**src/rtl/core/spmq_pkg.sv**
```systemverilog
package spmq_pkg;

  // Sizing of the class table and the shared entry pool
  localparam int unsigned NUM_CLASSES = 16;
  localparam int unsigned CAPACITY    = 64;

  localparam int unsigned CLS_W = $clog2(NUM_CLASSES);
  localparam int unsigned IDX_W = $clog2(CAPACITY);
  localparam int unsigned CNT_W = $clog2(CAPACITY + 1);

  // Fixed field widths of the transaction ports
  localparam int unsigned REQ_W = 2;
  localparam int unsigned VAL_W = 32;
  localparam int unsigned PRI_W = 4;
  localparam int unsigned STS_W = 2;
  localparam int unsigned CFG_W = 5;

  // Reset value of the class limit register
  localparam logic [CFG_W-1:0] CLASSES_RESET = 5'd16;

  typedef logic [CLS_W-1:0] cls_t;
  typedef logic [IDX_W-1:0] idx_t;
  typedef logic [CNT_W-1:0] cnt_t;

  typedef enum logic [REQ_W-1:0] {
    REQ_INSERT = 2'd0,
    REQ_REMOVE = 2'd1,
    REQ_PEEK   = 2'd2
  } req_e;

  typedef enum logic [STS_W-1:0] {
    ST_OK    = 2'd0,
    ST_EMPTY = 2'd1,
    ST_RANGE = 2'd2,
    ST_FULL  = 2'd3
  } status_e;

endpackage

```
**src/rtl/core/spmq_ram.sv**
```systemverilog
module spmq_ram #(
  parameter int unsigned WIDTH = 8,
  parameter int unsigned DEPTH = 16
) (
  input  logic                     clk_i,
  input  logic                     we_i,
  input  logic [$clog2(DEPTH)-1:0] waddr_i,
  input  logic [WIDTH-1:0]         wdata_i,
  input  logic                     re_i,
  input  logic [$clog2(DEPTH)-1:0] raddr_i,
  output logic [WIDTH-1:0]         rdata_o
);

  logic [WIDTH-1:0] mem_q [DEPTH];
  logic [WIDTH-1:0] rdata_q;

  // Write port
  always_ff @(posedge clk_i) begin
    if (we_i) begin
      mem_q[waddr_i] <= wdata_i;
    end
  end

  // Registered read port, holds while not enabled
  always_ff @(posedge clk_i) begin
    if (re_i) begin
      rdata_q <= mem_q[raddr_i];
    end
  end

  assign rdata_o = rdata_q;

endmodule

```
**src/rtl/core/strict_priority_multi_queue.sv**
```systemverilog
// Strict-priority multi-queue over a shared pool of linked entries.
// Request channel (in_valid_i / in_stall_o): req_type_i selects insert,
// remove head or peek head; item_value_i and item_priority_i serve an insert.
// Response channel (out_valid_o / out_stall_i): exactly one response per
// request, carrying status_o, out_value_o and out_priority_o.
// Class 0 is served first; within a class values leave in arrival order.
// The user must have cfg_we_i write cfg_wdata_i into the class limit only
// while the block is idle; the block itself does not enforce it. A taken
// request sets busy; its response is registered once the response register
// is free. No new request is taken until the last one finishes: the link and
// value memories are read on accept and written back in the update cycle.
// While the receiver stalls a finished response, the response register
// holds it and a pending request waits in its update cycle.
// Reset empties every class, chains all entries into the free list (tracked
// by a fill count, no clearing pass) and sets the class limit to 16; the
// block accepts requests in the first cycle after reset.
module strict_priority_multi_queue
  import spmq_pkg::*;
(
  input  logic                    clk_i,
  input  logic                    rst_ni,
  input  logic                    in_valid_i,
  output logic                    in_stall_o,
  input  logic [REQ_W-1:0]        req_type_i,
  input  logic signed [VAL_W-1:0] item_value_i,
  input  logic [PRI_W-1:0]        item_priority_i,
  output logic                    out_valid_o,
  input  logic                    out_stall_i,
  output logic [STS_W-1:0]        status_o,
  output logic signed [VAL_W-1:0] out_value_o,
  output logic [PRI_W-1:0]        out_priority_o,
  input  logic                    cfg_we_i,
  input  logic [CFG_W-1:0]        cfg_wdata_i
);

  // Control state
  logic             busy_q;
  logic             out_valid_q, out_valid_d;
  logic [CFG_W-1:0] cfg_q;
  cnt_t             occ_q [NUM_CLASSES];
  cnt_t             occ_d [NUM_CLASSES];
  idx_t             free_head_q, free_head_d;
  cnt_t             used_q, used_d;
  cnt_t             fill_q, fill_d;

  // Payload state
  idx_t head_q [NUM_CLASSES];
  idx_t head_d [NUM_CLASSES];
  idx_t tail_q [NUM_CLASSES];
  idx_t tail_d [NUM_CLASSES];

  // Captured request
  req_e                    req_q;
  logic signed [VAL_W-1:0] val_q;
  logic [PRI_W-1:0]        pri_q;
  cls_t                    cls_q;
  logic                    empty_q;

  // Response register
  status_e                 sts_q, sts_d;
  logic signed [VAL_W-1:0] oval_q, oval_d;
  logic [PRI_W-1:0]        opri_q, opri_d;

  // Accept-time lookup
  logic accept;
  logic finish;
  cls_t cls_sel;
  logic found;
  idx_t head_sel;

  // Memory ports
  logic             val_we;
  idx_t             val_waddr;
  logic [VAL_W-1:0] val_rdata;
  logic             link_we;
  idx_t             link_waddr;
  idx_t             link_wdata;
  idx_t             link_raddr;
  idx_t             link_rdata;

  // Update-cycle helpers
  cls_t        ins_cls;
  idx_t        rem_e;
  logic [31:0] limit;
  logic        out_of_range;
  logic        link_valid;
  idx_t        next_free;

  assign accept      = in_valid_i & ~in_stall_o;
  assign in_stall_o  = busy_q;
  assign finish      = busy_q & (~out_valid_q | ~out_stall_i);

  // Find the lowest non-empty class
  always_comb begin
    cls_sel = '0;
    found   = 1'b0;
    for (int k = NUM_CLASSES - 1; k >= 0; k--) begin
      if (occ_q[k] != '0) begin
        cls_sel = cls_t'(k);
        found   = 1'b1;
      end
    end
  end

  assign head_sel   = head_q[cls_sel];
  assign link_raddr = (req_e'(req_type_i) == REQ_INSERT) ? free_head_q : head_sel;

  spmq_ram #(
    .WIDTH (VAL_W),
    .DEPTH (CAPACITY)
  ) u_value_ram (
    .clk_i   (clk_i),
    .we_i    (val_we),
    .waddr_i (val_waddr),
    .wdata_i (val_q),
    .re_i    (accept),
    .raddr_i (head_sel),
    .rdata_o (val_rdata)
  );

  spmq_ram #(
    .WIDTH (IDX_W),
    .DEPTH (CAPACITY)
  ) u_link_ram (
    .clk_i   (clk_i),
    .we_i    (link_we),
    .waddr_i (link_waddr),
    .wdata_i (link_wdata),
    .re_i    (accept),
    .raddr_i (link_raddr),
    .rdata_o (link_rdata)
  );

  // Resolve the free-list successor: entries past the fill count have never been
  // written and follow the reset chain to the next index
  assign link_valid = cnt_t'(free_head_q) < fill_q;
  assign next_free  = (32'(free_head_q) + 32'd1 < 32'(CAPACITY)) ?
                      idx_t'(32'(free_head_q) + 32'd1) : '0;

  // Clamp the class limit and check the insert priority
  assign limit        = (32'(cfg_q) < 32'(NUM_CLASSES)) ? 32'(cfg_q) : 32'(NUM_CLASSES);
  assign out_of_range = 32'(pri_q) >= limit;
  assign ins_cls      = cls_t'(pri_q);
  assign rem_e        = head_q[cls_q];
  assign val_waddr    = free_head_q;

  // Update the lists and build the response
  always_comb begin
    occ_d       = occ_q;
    head_d      = head_q;
    tail_d      = tail_q;
    free_head_d = free_head_q;
    used_d      = used_q;
    fill_d      = fill_q;
    val_we      = 1'b0;
    link_we     = 1'b0;
    link_waddr  = tail_q[ins_cls];
    link_wdata  = free_head_q;
    sts_d       = ST_OK;
    oval_d      = '0;
    opri_d      = '0;
    if (finish) begin
      case (req_q)
        REQ_INSERT: begin
          if (out_of_range) begin
            sts_d = ST_RANGE;
          end else if (used_q == cnt_t'(CAPACITY)) begin
            sts_d = ST_FULL;
          end else begin
            val_we = 1'b1;
            if (occ_q[ins_cls] == '0) begin
              head_d[ins_cls] = free_head_q;
            end else begin
              link_we = 1'b1;
            end
            tail_d[ins_cls] = free_head_q;
            occ_d[ins_cls]  = occ_q[ins_cls] + cnt_t'(1);
            used_d          = used_q + cnt_t'(1);
            free_head_d     = link_valid ? link_rdata : next_free;
            if (!link_valid) begin
              fill_d = fill_q + cnt_t'(1);
            end
          end
        end
        REQ_REMOVE, REQ_PEEK: begin
          if (empty_q) begin
            sts_d = ST_EMPTY;
          end else begin
            oval_d = val_rdata;
            opri_d = PRI_W'(cls_q);
            if (req_q == REQ_REMOVE) begin
              head_d[cls_q] = link_rdata;
              occ_d[cls_q]  = occ_q[cls_q] - cnt_t'(1);
              link_we       = 1'b1;
              link_waddr    = rem_e;
              free_head_d   = rem_e;
              used_d        = used_q - cnt_t'(1);
            end
          end
        end
        default: begin
          sts_d = ST_OK;
        end
      endcase
    end
  end

  // Response valid: load on finish, drop once taken
  always_comb begin
    out_valid_d = out_valid_q;
    if (finish) begin
      out_valid_d = 1'b1;
    end else if (!out_stall_i) begin
      out_valid_d = 1'b0;
    end
  end

  // Control registers
  always_ff @(posedge clk_i or negedge rst_ni) begin
    if (!rst_ni) begin
      busy_q      <= 1'b0;
      out_valid_q <= 1'b0;
      cfg_q       <= CLASSES_RESET;
      free_head_q <= '0;
      used_q      <= '0;
      fill_q      <= '0;
      for (int k = 0; k < NUM_CLASSES; k++) begin
        occ_q[k] <= '0;
      end
    end else begin
      if (accept) begin
        busy_q <= 1'b1;
      end else if (finish) begin
        busy_q <= 1'b0;
      end
      out_valid_q <= out_valid_d;
      if (cfg_we_i) begin
        cfg_q <= cfg_wdata_i;
      end
      free_head_q <= free_head_d;
      used_q      <= used_d;
      fill_q      <= fill_d;
      occ_q       <= occ_d;
    end
  end

  // Payload registers: class pointers, captured request, response
  always_ff @(posedge clk_i) begin
    head_q <= head_d;
    tail_q <= tail_d;
    if (accept) begin
      req_q   <= req_e'(req_type_i);
      val_q   <= item_value_i;
      pri_q   <= item_priority_i;
      cls_q   <= cls_sel;
      empty_q <= ~found;
    end
    if (finish) begin
      sts_q  <= sts_d;
      oval_q <= oval_d;
      opri_q <= opri_d;
    end
  end

  assign out_valid_o    = out_valid_q;
  assign status_o       = sts_q;
  assign out_value_o    = oval_q;
  assign out_priority_o = opri_q;

endmodule
```
**config.mk**
```make
export PLATFORM = sky130hd
export DESIGN_NAME = strict_priority_multi_queue
export DESIGN_NICKNAME = d
export VERILOG_FILES = /design/src/rtl/core/spmq_pkg.sv /design/src/rtl/core/spmq_ram.sv /design/src/rtl/core/strict_priority_multi_queue.sv
export SDC_FILE = /design/constraint.sdc
export NUM_CORES = 2
export LEC_CHECK = 0
export ABC_AREA = 1
export BUFFER_PORTS_ARGS = -buffer_cell sky130_fd_sc_hd__buf_2
export CAP_MARGIN = 40
export CORE_ASPECT_RATIO = 0.5
export CORE_MARGIN = 1.5
export CORE_UTILIZATION = 30
export CTS_BUF_LIST = sky130_fd_sc_hd__clkbuf_16
export CTS_CLUSTER_DIAMETER = 50
export CTS_CLUSTER_SIZE = 20
export DETAILED_ROUTE_END_ITERATION = 7
export PLACE_DENSITY_LB_ADDON = 0.15
export SYNTH_ARGS = -nofsm -noshare
export SYNTH_HDL_FRONTEND = slang
export SYNTH_SLANG_ARGS = --single-unit
```
**constraint.sdc**
```tcl
create_clock -name clk_i -period 6.41 [get_ports clk_i]
set_input_delay 1.282 -clock clk_i [delete_from_list [all_inputs] [get_ports clk_i]]
set_output_delay 1.282 -clock clk_i [all_outputs]
set_load 0.1 [all_outputs]
```
======== Word-level counts from Yosys, hierarchy flattened ========
Memories as Yosys holds them, arrays and structs flattened. A register that Yosys moved wholly into a read port is not among the register bits.
Index checks and enable logic that the tools add are counted.
Widths: inputs -> output; s select.
cells by class
  $add $sub $neg .......................... 6
  magnitude comparators ................... 9
  equal/unequal tests ..................... 9
  mux-type cells .......................... 112
  bitwise gates (word level) .............. 14
  reduce and logical (&&, ||, !) cells .... 29
operators by type and width
  operator             number
  $mux 96              5
  $mux 112             4
  $bwmux 96            3
  $bwmux 112           2
  $pmux 112 s2         1
  $pmux 96 s2          1
  $mux 6               19
  $reduce_bool 7->1    16
  $bmux 6 s4           3
  $mux 7               10
  $mux 4               16
  $bmux 7 s4           2
  $demux 7 s4          2
  $demux 6 s4          2
  $mux 1               35
  $lt 32x7->1 const B  1
  $add 7x1->7 const B  3
  $ge 5x5->1 const B   3
  $not 4->5            3
  $pmux 7 s2           1
  $sub 7x1->7 const B  2
  $pmux 6 s2           1
  $lt 5x1->1 const B   2
  $ne 2x2->1 const B   5
  other kinds (24)     37
word-level totals
  flip-flop bits (word level) ............. 412
  bits in writable memories ............... 2432
  bits of input ports ..................... 48
  output and inout port bits .............. 40
  word-level logic and storage cells ...... 243
  memories kept ........................... 2
memory list
  name               depth  bits a word  read ports  clocked after Yosys merged registers in  wr ports  line            source
  u_value_ram.mem_q  64     32           1           1                                        1         spmq_ram.sv:14  logic [WIDTH-1:0] mem_q [DEPTH];
  u_link_ram.mem_q   64     6            1           1                                        1         spmq_ram.sv:14

======== Depth between registers and ports, before layout ========
  depth after elaboration ................. 22
  gate-level depth with buffers ........... 37
  gate-level depth less buffers ........... 35

======== Cells and area by module ========
From an unflattened synthesis, not the netlist that was laid out.
unflattened totals
  cell total of the unflattened synthesis .. 10524
  area total of the unflattened synthesis .. 120660.7 µm²
by module, submodules not included
  module                       times used  cells each  area an instance (µm²)  sequential area each (µm²)
  spmq_ram at u_value_ram      1           6769        83058.4                 62459.9
  strict_priority_multi_queue  1           2362        21599.5                 11677.4
  spmq_ram at u_link_ram       1           1393        16002.8                 11711.2

======== Least setup slack after synthesis ========
No wires, ideal clock.
  path kind ............................... input -> register
  start ................................... input port in_valid_i
  end ..................................... register cls_q[0] (enable)
  setup time .............................. 523 ps
  arrival time ............................ 4737 ps
  data required time ...................... 5887 ps
  slack ................................... 1150 ps
  stages .................................. 2
  buffers on the path ..................... 0
  cell sequence ........................... inv_1 nor2_1
between the ends
  cells in the longest elaborated chain, start to end .. 1
ends and longest elaborated chain
  what                    line                                source
  start: declaration      strict_priority_multi_queue.sv:22   input logic in_valid_i,
  $and 1x1->1             strict_priority_multi_queue.sv:89   assign accept = in_valid_i & ~in_stall_o;
  net accept              strict_priority_multi_queue.sv:65   logic accept;
  end signal: assignment  strict_priority_multi_queue.sv:255  cls_q <= cls_sel;
  end: declaration        strict_priority_multi_queue.sv:56   cls_t cls_q;
The timed path passes the listed nets, and every way through them passes these cells.
A chain may end at the register's enable or synchronous reset.

======== Worst setup path after layout ========
  start ................................... register occ_q[9] (netlist bit)
  end ..................................... register u_value_ram.rdata_q[2], in the netlist u_value_ram.rdata_o[2], read port of u_value_ram.mem_q, data pin
between the ends
  cells in the longest elaborated chain, start to end .. 20
ends and longest elaborated chain
  what                                       line                                source
  start: declaration                         strict_priority_multi_queue.sv:40   cnt_t occ_q [NUM_CLASSES];
  start signal: indexed assignment           strict_priority_multi_queue.sv:228  occ_q[k] <= '0;
  start signal: assignment                   strict_priority_multi_queue.sv:243  occ_q <= occ_d;
  $reduce_bool 7->1                          strict_priority_multi_queue.sv:98   if (occ_q[k] != '0) begin
  $mux 4 (15 in a row)                       strict_priority_multi_queue.sv:98
  $not 4->5 (not written as such)            strict_priority_multi_queue.sv:105  assign head_sel = head_q[cls_sel];
  $bmux 6 s4                                 strict_priority_multi_queue.sv:105
  $mux 6 (not written as such) (2 in a row)  strict_priority_multi_queue.sv:105
  end: declaration                           spmq_ram.sv:15                      logic [WIDTH-1:0] rdata_q;
No other way between the ends. The select of a mux whose other input is x is not followed.

==> out/summary.log <==
INFO  route          drt.antenna.violating_nets=0
INFO  synth          synth.ff_latch_count=2,882
INFO  route          detailedRoute.firstIterationViolations=8,811
INFO  timing         finalHoldViolCount=0
INFO  cells_and_area final_layout_size_suffix_gt1_share=10.2%
INFO  die            die_area=412,000µm²
INFO  cells_and_area areaGrowthSynthToFinish=13.7%
INFO  critical_path  critical_path_peak_fanout=108
INFO  global_route   global_route.peak_usage_layer=met2
INFO  global_route   first_pass_grt_wire_length=604,000µm
INFO  cts            cts_buffers=236
INFO  timing         worstMarginPinSlew=0.998ns
INFO  synth          netlist_instances=10,400
INFO  timing         fin_skew=0.0681ns
INFO  synth          yosysMostFrequentCell=sky130_fd_sc_hd__edfxtp_1
INFO  timing         rsz0062_at_grt=yes
INFO  synth          synth-edff-count=2,743
INFO  run            drv_cap=0
INFO  critical_path  worstReg2RegStart=occ_q[9]
INFO  synth          post_synth_arst_share=4.82%
INFO  synth          yosysSeqAreaShare=70.1%
INFO  synth          number_of_distinct_library_cell_variants_in_the_gate_level_netlist_after_synthesis=59
INFO  run_status     run_status=finished clean
INFO  cells_and_area post_layout_nonfiller_instances=16,100
INFO  global_route   grt_antenna_before_repair=10
INFO  synth          syn-cell-area=122,000µm²
INFO  placed_design  port_buffers=87
INFO  die            num_rows=165
INFO  synth          synth.area.top_cells=sky130_fd_sc_hd__edfxtp_1 (67%), sky130_fd_sc_hd__nand3_1 (6.3%), sky130_fd_sc_hd__nand2_1 (6.0%)
INFO  hold_path      timing.hold.worst.class=in -> async
INFO  critical_path  max_stage_delay=0.49ns
INFO  synth          ranking_of_synthesized_cells_by_instance_count=sky130_fd_sc_hd__edfxtp_1 (2,743), sky130_fd_sc_hd__nand2_1 (1,955), sky130_fd_sc_hd__nand3_1 (1,541)
INFO  route          wl_per_cell=26.4µm
INFO  placed_design  routabilityCongestion=0.875
INFO  global_route   grt_overflow_total=0
INFO  synth          postSynthAreaPerCell=11.8µm²
INFO  critical_path  r2r_slack=0.35ns
INFO  critical_path  critical_path_class=reg -> reg
INFO  timing         setup_viol=0
INFO  route          first_pass_iters=6
INFO  power_and_ir_drop power-per-cell-area=344nW/µm²
INFO  power_and_ir_drop leak_pwr=48.6nW
INFO  critical_path  critical_path.most_common_cell=sky130_fd_sc_hd__nand2_1
INFO  critical_path  critical_path_arrival=6.84ns
INFO  timing         finalMaxSlewViolations=0
INFO  timing         period_needed=6.06ns
INFO  placed_design  hpwl_dp=245,000µm
INFO  synth          synth.top_cell.area_share=67.3%
INFO  cts            clock-root-buffer=sky130_fd_sc_hd__clkbuf_16
INFO  timing         timing.max_slew.rel_slack=33.5%
INFO  global_route   gr-usage-all-layers=20.0%
INFO  route          drt-vias-per-instance=5.14
INFO  cts            cts.reportedPaths.clkPinSlew=0.08ns
INFO  critical_path  start_kind=flip-flop
INFO  cts            postCtsSetupRepairBufs=0
INFO  cts            clock_tree.htree_level_count=4
INFO  cts            insertion_delay=0.96ns
INFO  global_route   global_route.usage.met3=2.15%
INFO  cts            cts_tree=yes
INFO  cts            cts.path.max_buffers=4
INFO  synth          synth_largest_area_cell=sky130_fd_sc_hd__edfxtp_1
INFO  route          final_routed_wirelength_across_all_metal_layers=423,000µm
INFO  cells_and_area final.fill_count=40,100
INFO  timing         final.period_utilization=94.5%
INFO  cells_and_area design.final.nets=10,500
INFO  timing         fmax=165MHz
INFO  power_and_ir_drop vdd.ir_drop.worst=0.268mV
INFO  die            initial_utilization=30.2%
INFO  critical_path  reg2reg_to=u_value_ram.rdata_o[2]
INFO  synth          yosysWarningCount=0
INFO  cells_and_area finish.instance_area=139,000µm²
INFO  critical_path  endpoint_kind=flip-flop
INFO  critical_path  r2r_cells=32
INFO  cts            cts.sinks=2,882
INFO  die            die_h=455µm
INFO  global_route   grt.met1_usage=29.3%
INFO  global_route   grt_start_max_net_pins=123
INFO  die            placeableCoreArea=405,000µm²
INFO  die            io_pins=88
INFO  route          detailroute.via_count=82,600
INFO  synth          synthesis.nets=10,500
INFO  synth          ys.flop_type=sky130_fd_sc_hd__edfxtp_1
INFO  route          drt_drc_violations_left=0
INFO  global_route   vias_in_the_first_global_route=78,700
INFO  critical_path  timing.critical_path.slowest_stage_cell=sky130_fd_sc_hd__buf_16
INFO  die            dieWidth=906µm
INFO  critical_path  worst_endpoint_required_time=7.19ns
INFO  placed_design  dpl.cell_count=15,600
INFO  placed_design  dpl_cell_area=131,000µm²
INFO  global_route   met2_usage=31.8%
-- cell usage in the layout, fill, tap and decap left out, drive strengths merged, types with 49 or more instances in the layout --
cell type,count
inv,966
nor2,591
clkinv,87
edfxtp,2743
a22oi,49
a21oi,63
clkbuf,239
nand3b,62
nand3,1545
nand4,50
buf,481
o22ai,316
nand2,1965
dfrtp,138
o21ai,418
o211ai,636
or2,73
-- logic make-up (layout without fill, tap and decap cells) --
logic type,after synthesis,in the layout,share of synthesized area (%)
compound gates,1556,1556,8.29
mux,11,11,0.101
xor+xnor,20,20,0.143
simple gates,4311,4311,15.3
fa+ha+maj,24,24,0.251
other cells,0,11,0
buf+inv,1580,1811,5.74
flops,2882,2882,70.1
-- layer usage --
| metal | routed length (µm) | vias to the layer above |
|---|---|---|
| met5 | 0 | - |
| met4 | 10800 | 0 |
| met3 | 23900 | 506 |
| met2 | 192000 | 2620 |
| met1 | 196000 | 42100 |
| li1 | - | 37400 |
-- worst max-delay path by stage --
stage	from	to	slack, ns	cells past startpoint
after floorplan	in_valid_i	cls_q[0]	1.15	2
after CTS	occ_q[0]	u_value_ram.rdata_o[0]	0.23	35
after global placement	occ_q[19]	u_value_ram.rdata_o[7]	0.18	33
after detailed placement	occ_q[18]	u_value_ram.rdata_o[7]	0.23	33
final	occ_q[9]	u_value_ram.rdata_o[2]	0.35	32
after global routing	occ_q[9]	u_value_ram.rdata_o[2]	-0.02	32
-- worst max-delay path: cells and delay by family, from the launching register on --
family                 cells  cell delay, ns
buffers and inverters      3            1.19
DFF                        1            0.39
AOI/OAI and AO/OA          2            0.28
and+or+nand+nor           27            3.87
-- cell type report --
cell class              instances  area, µm²  share of cell area [%]
well taps                    5427       6790                    4.88
clock inverters               189       2140                    1.54
multi-input cells            5922      30200                    21.7
diodes                         11       27.5                  0.0198
repair buffers                481       4790                    3.44
flip-flops and latches       2882      85900                    61.7
clock buffers                 239       5980                    4.30
inverters                     902       3440                    2.47
-- sequential cells by signal, summed over array words and instances, names as in the netlist --
register             count
cfg_q                    5
cls_q                    4
empty_q                  1
fill_q                   7
free_head_q              6
head_q                  96
in_stall_o               1
ins_cls                  4
occ_q                  112
out_priority_o           4
out_valid_o              1
out_value_o             32
req_q                    2
status_o                 2
tail_q                  96
u_link_ram.mem_q       384
u_link_ram.rdata_o       6
u_value_ram.mem_q     2048
u_value_ram.rdata_o     32
used_q                   7
val_q                   32
-- report_power, final --
part,switching [mW],internal (mW)
registers,0.611,22.2
logic,7.22,2.13
clock network,7.75,7.93
total,15.6,32.3
-- stage by stage --
stage	setup TNS (ns)	utilization, %	total power, mW	hold slack [ns]	setup slack, ns
finish	0	34.4	47.9	0.192	0.351
global placement	0	32.1	32.4	0.462	0.183
detailed placement	0	32.3	32.6	0.461	0.227
CTS	0	34.3	48.3	0.128	0.228
floorplan	0	-	28.2	0.442	1.15
global route	-0.0204	34.4	49.6	0.166	-0.0204
-- what timing repair did --
item                       in CTS  in global routing
gates resized for setup         0                  6
setup endpoints to repair       0                  8
hold endpoints to repair        0                  0
hold buffers                    0                  0
(Power assumes the default switching activity.)
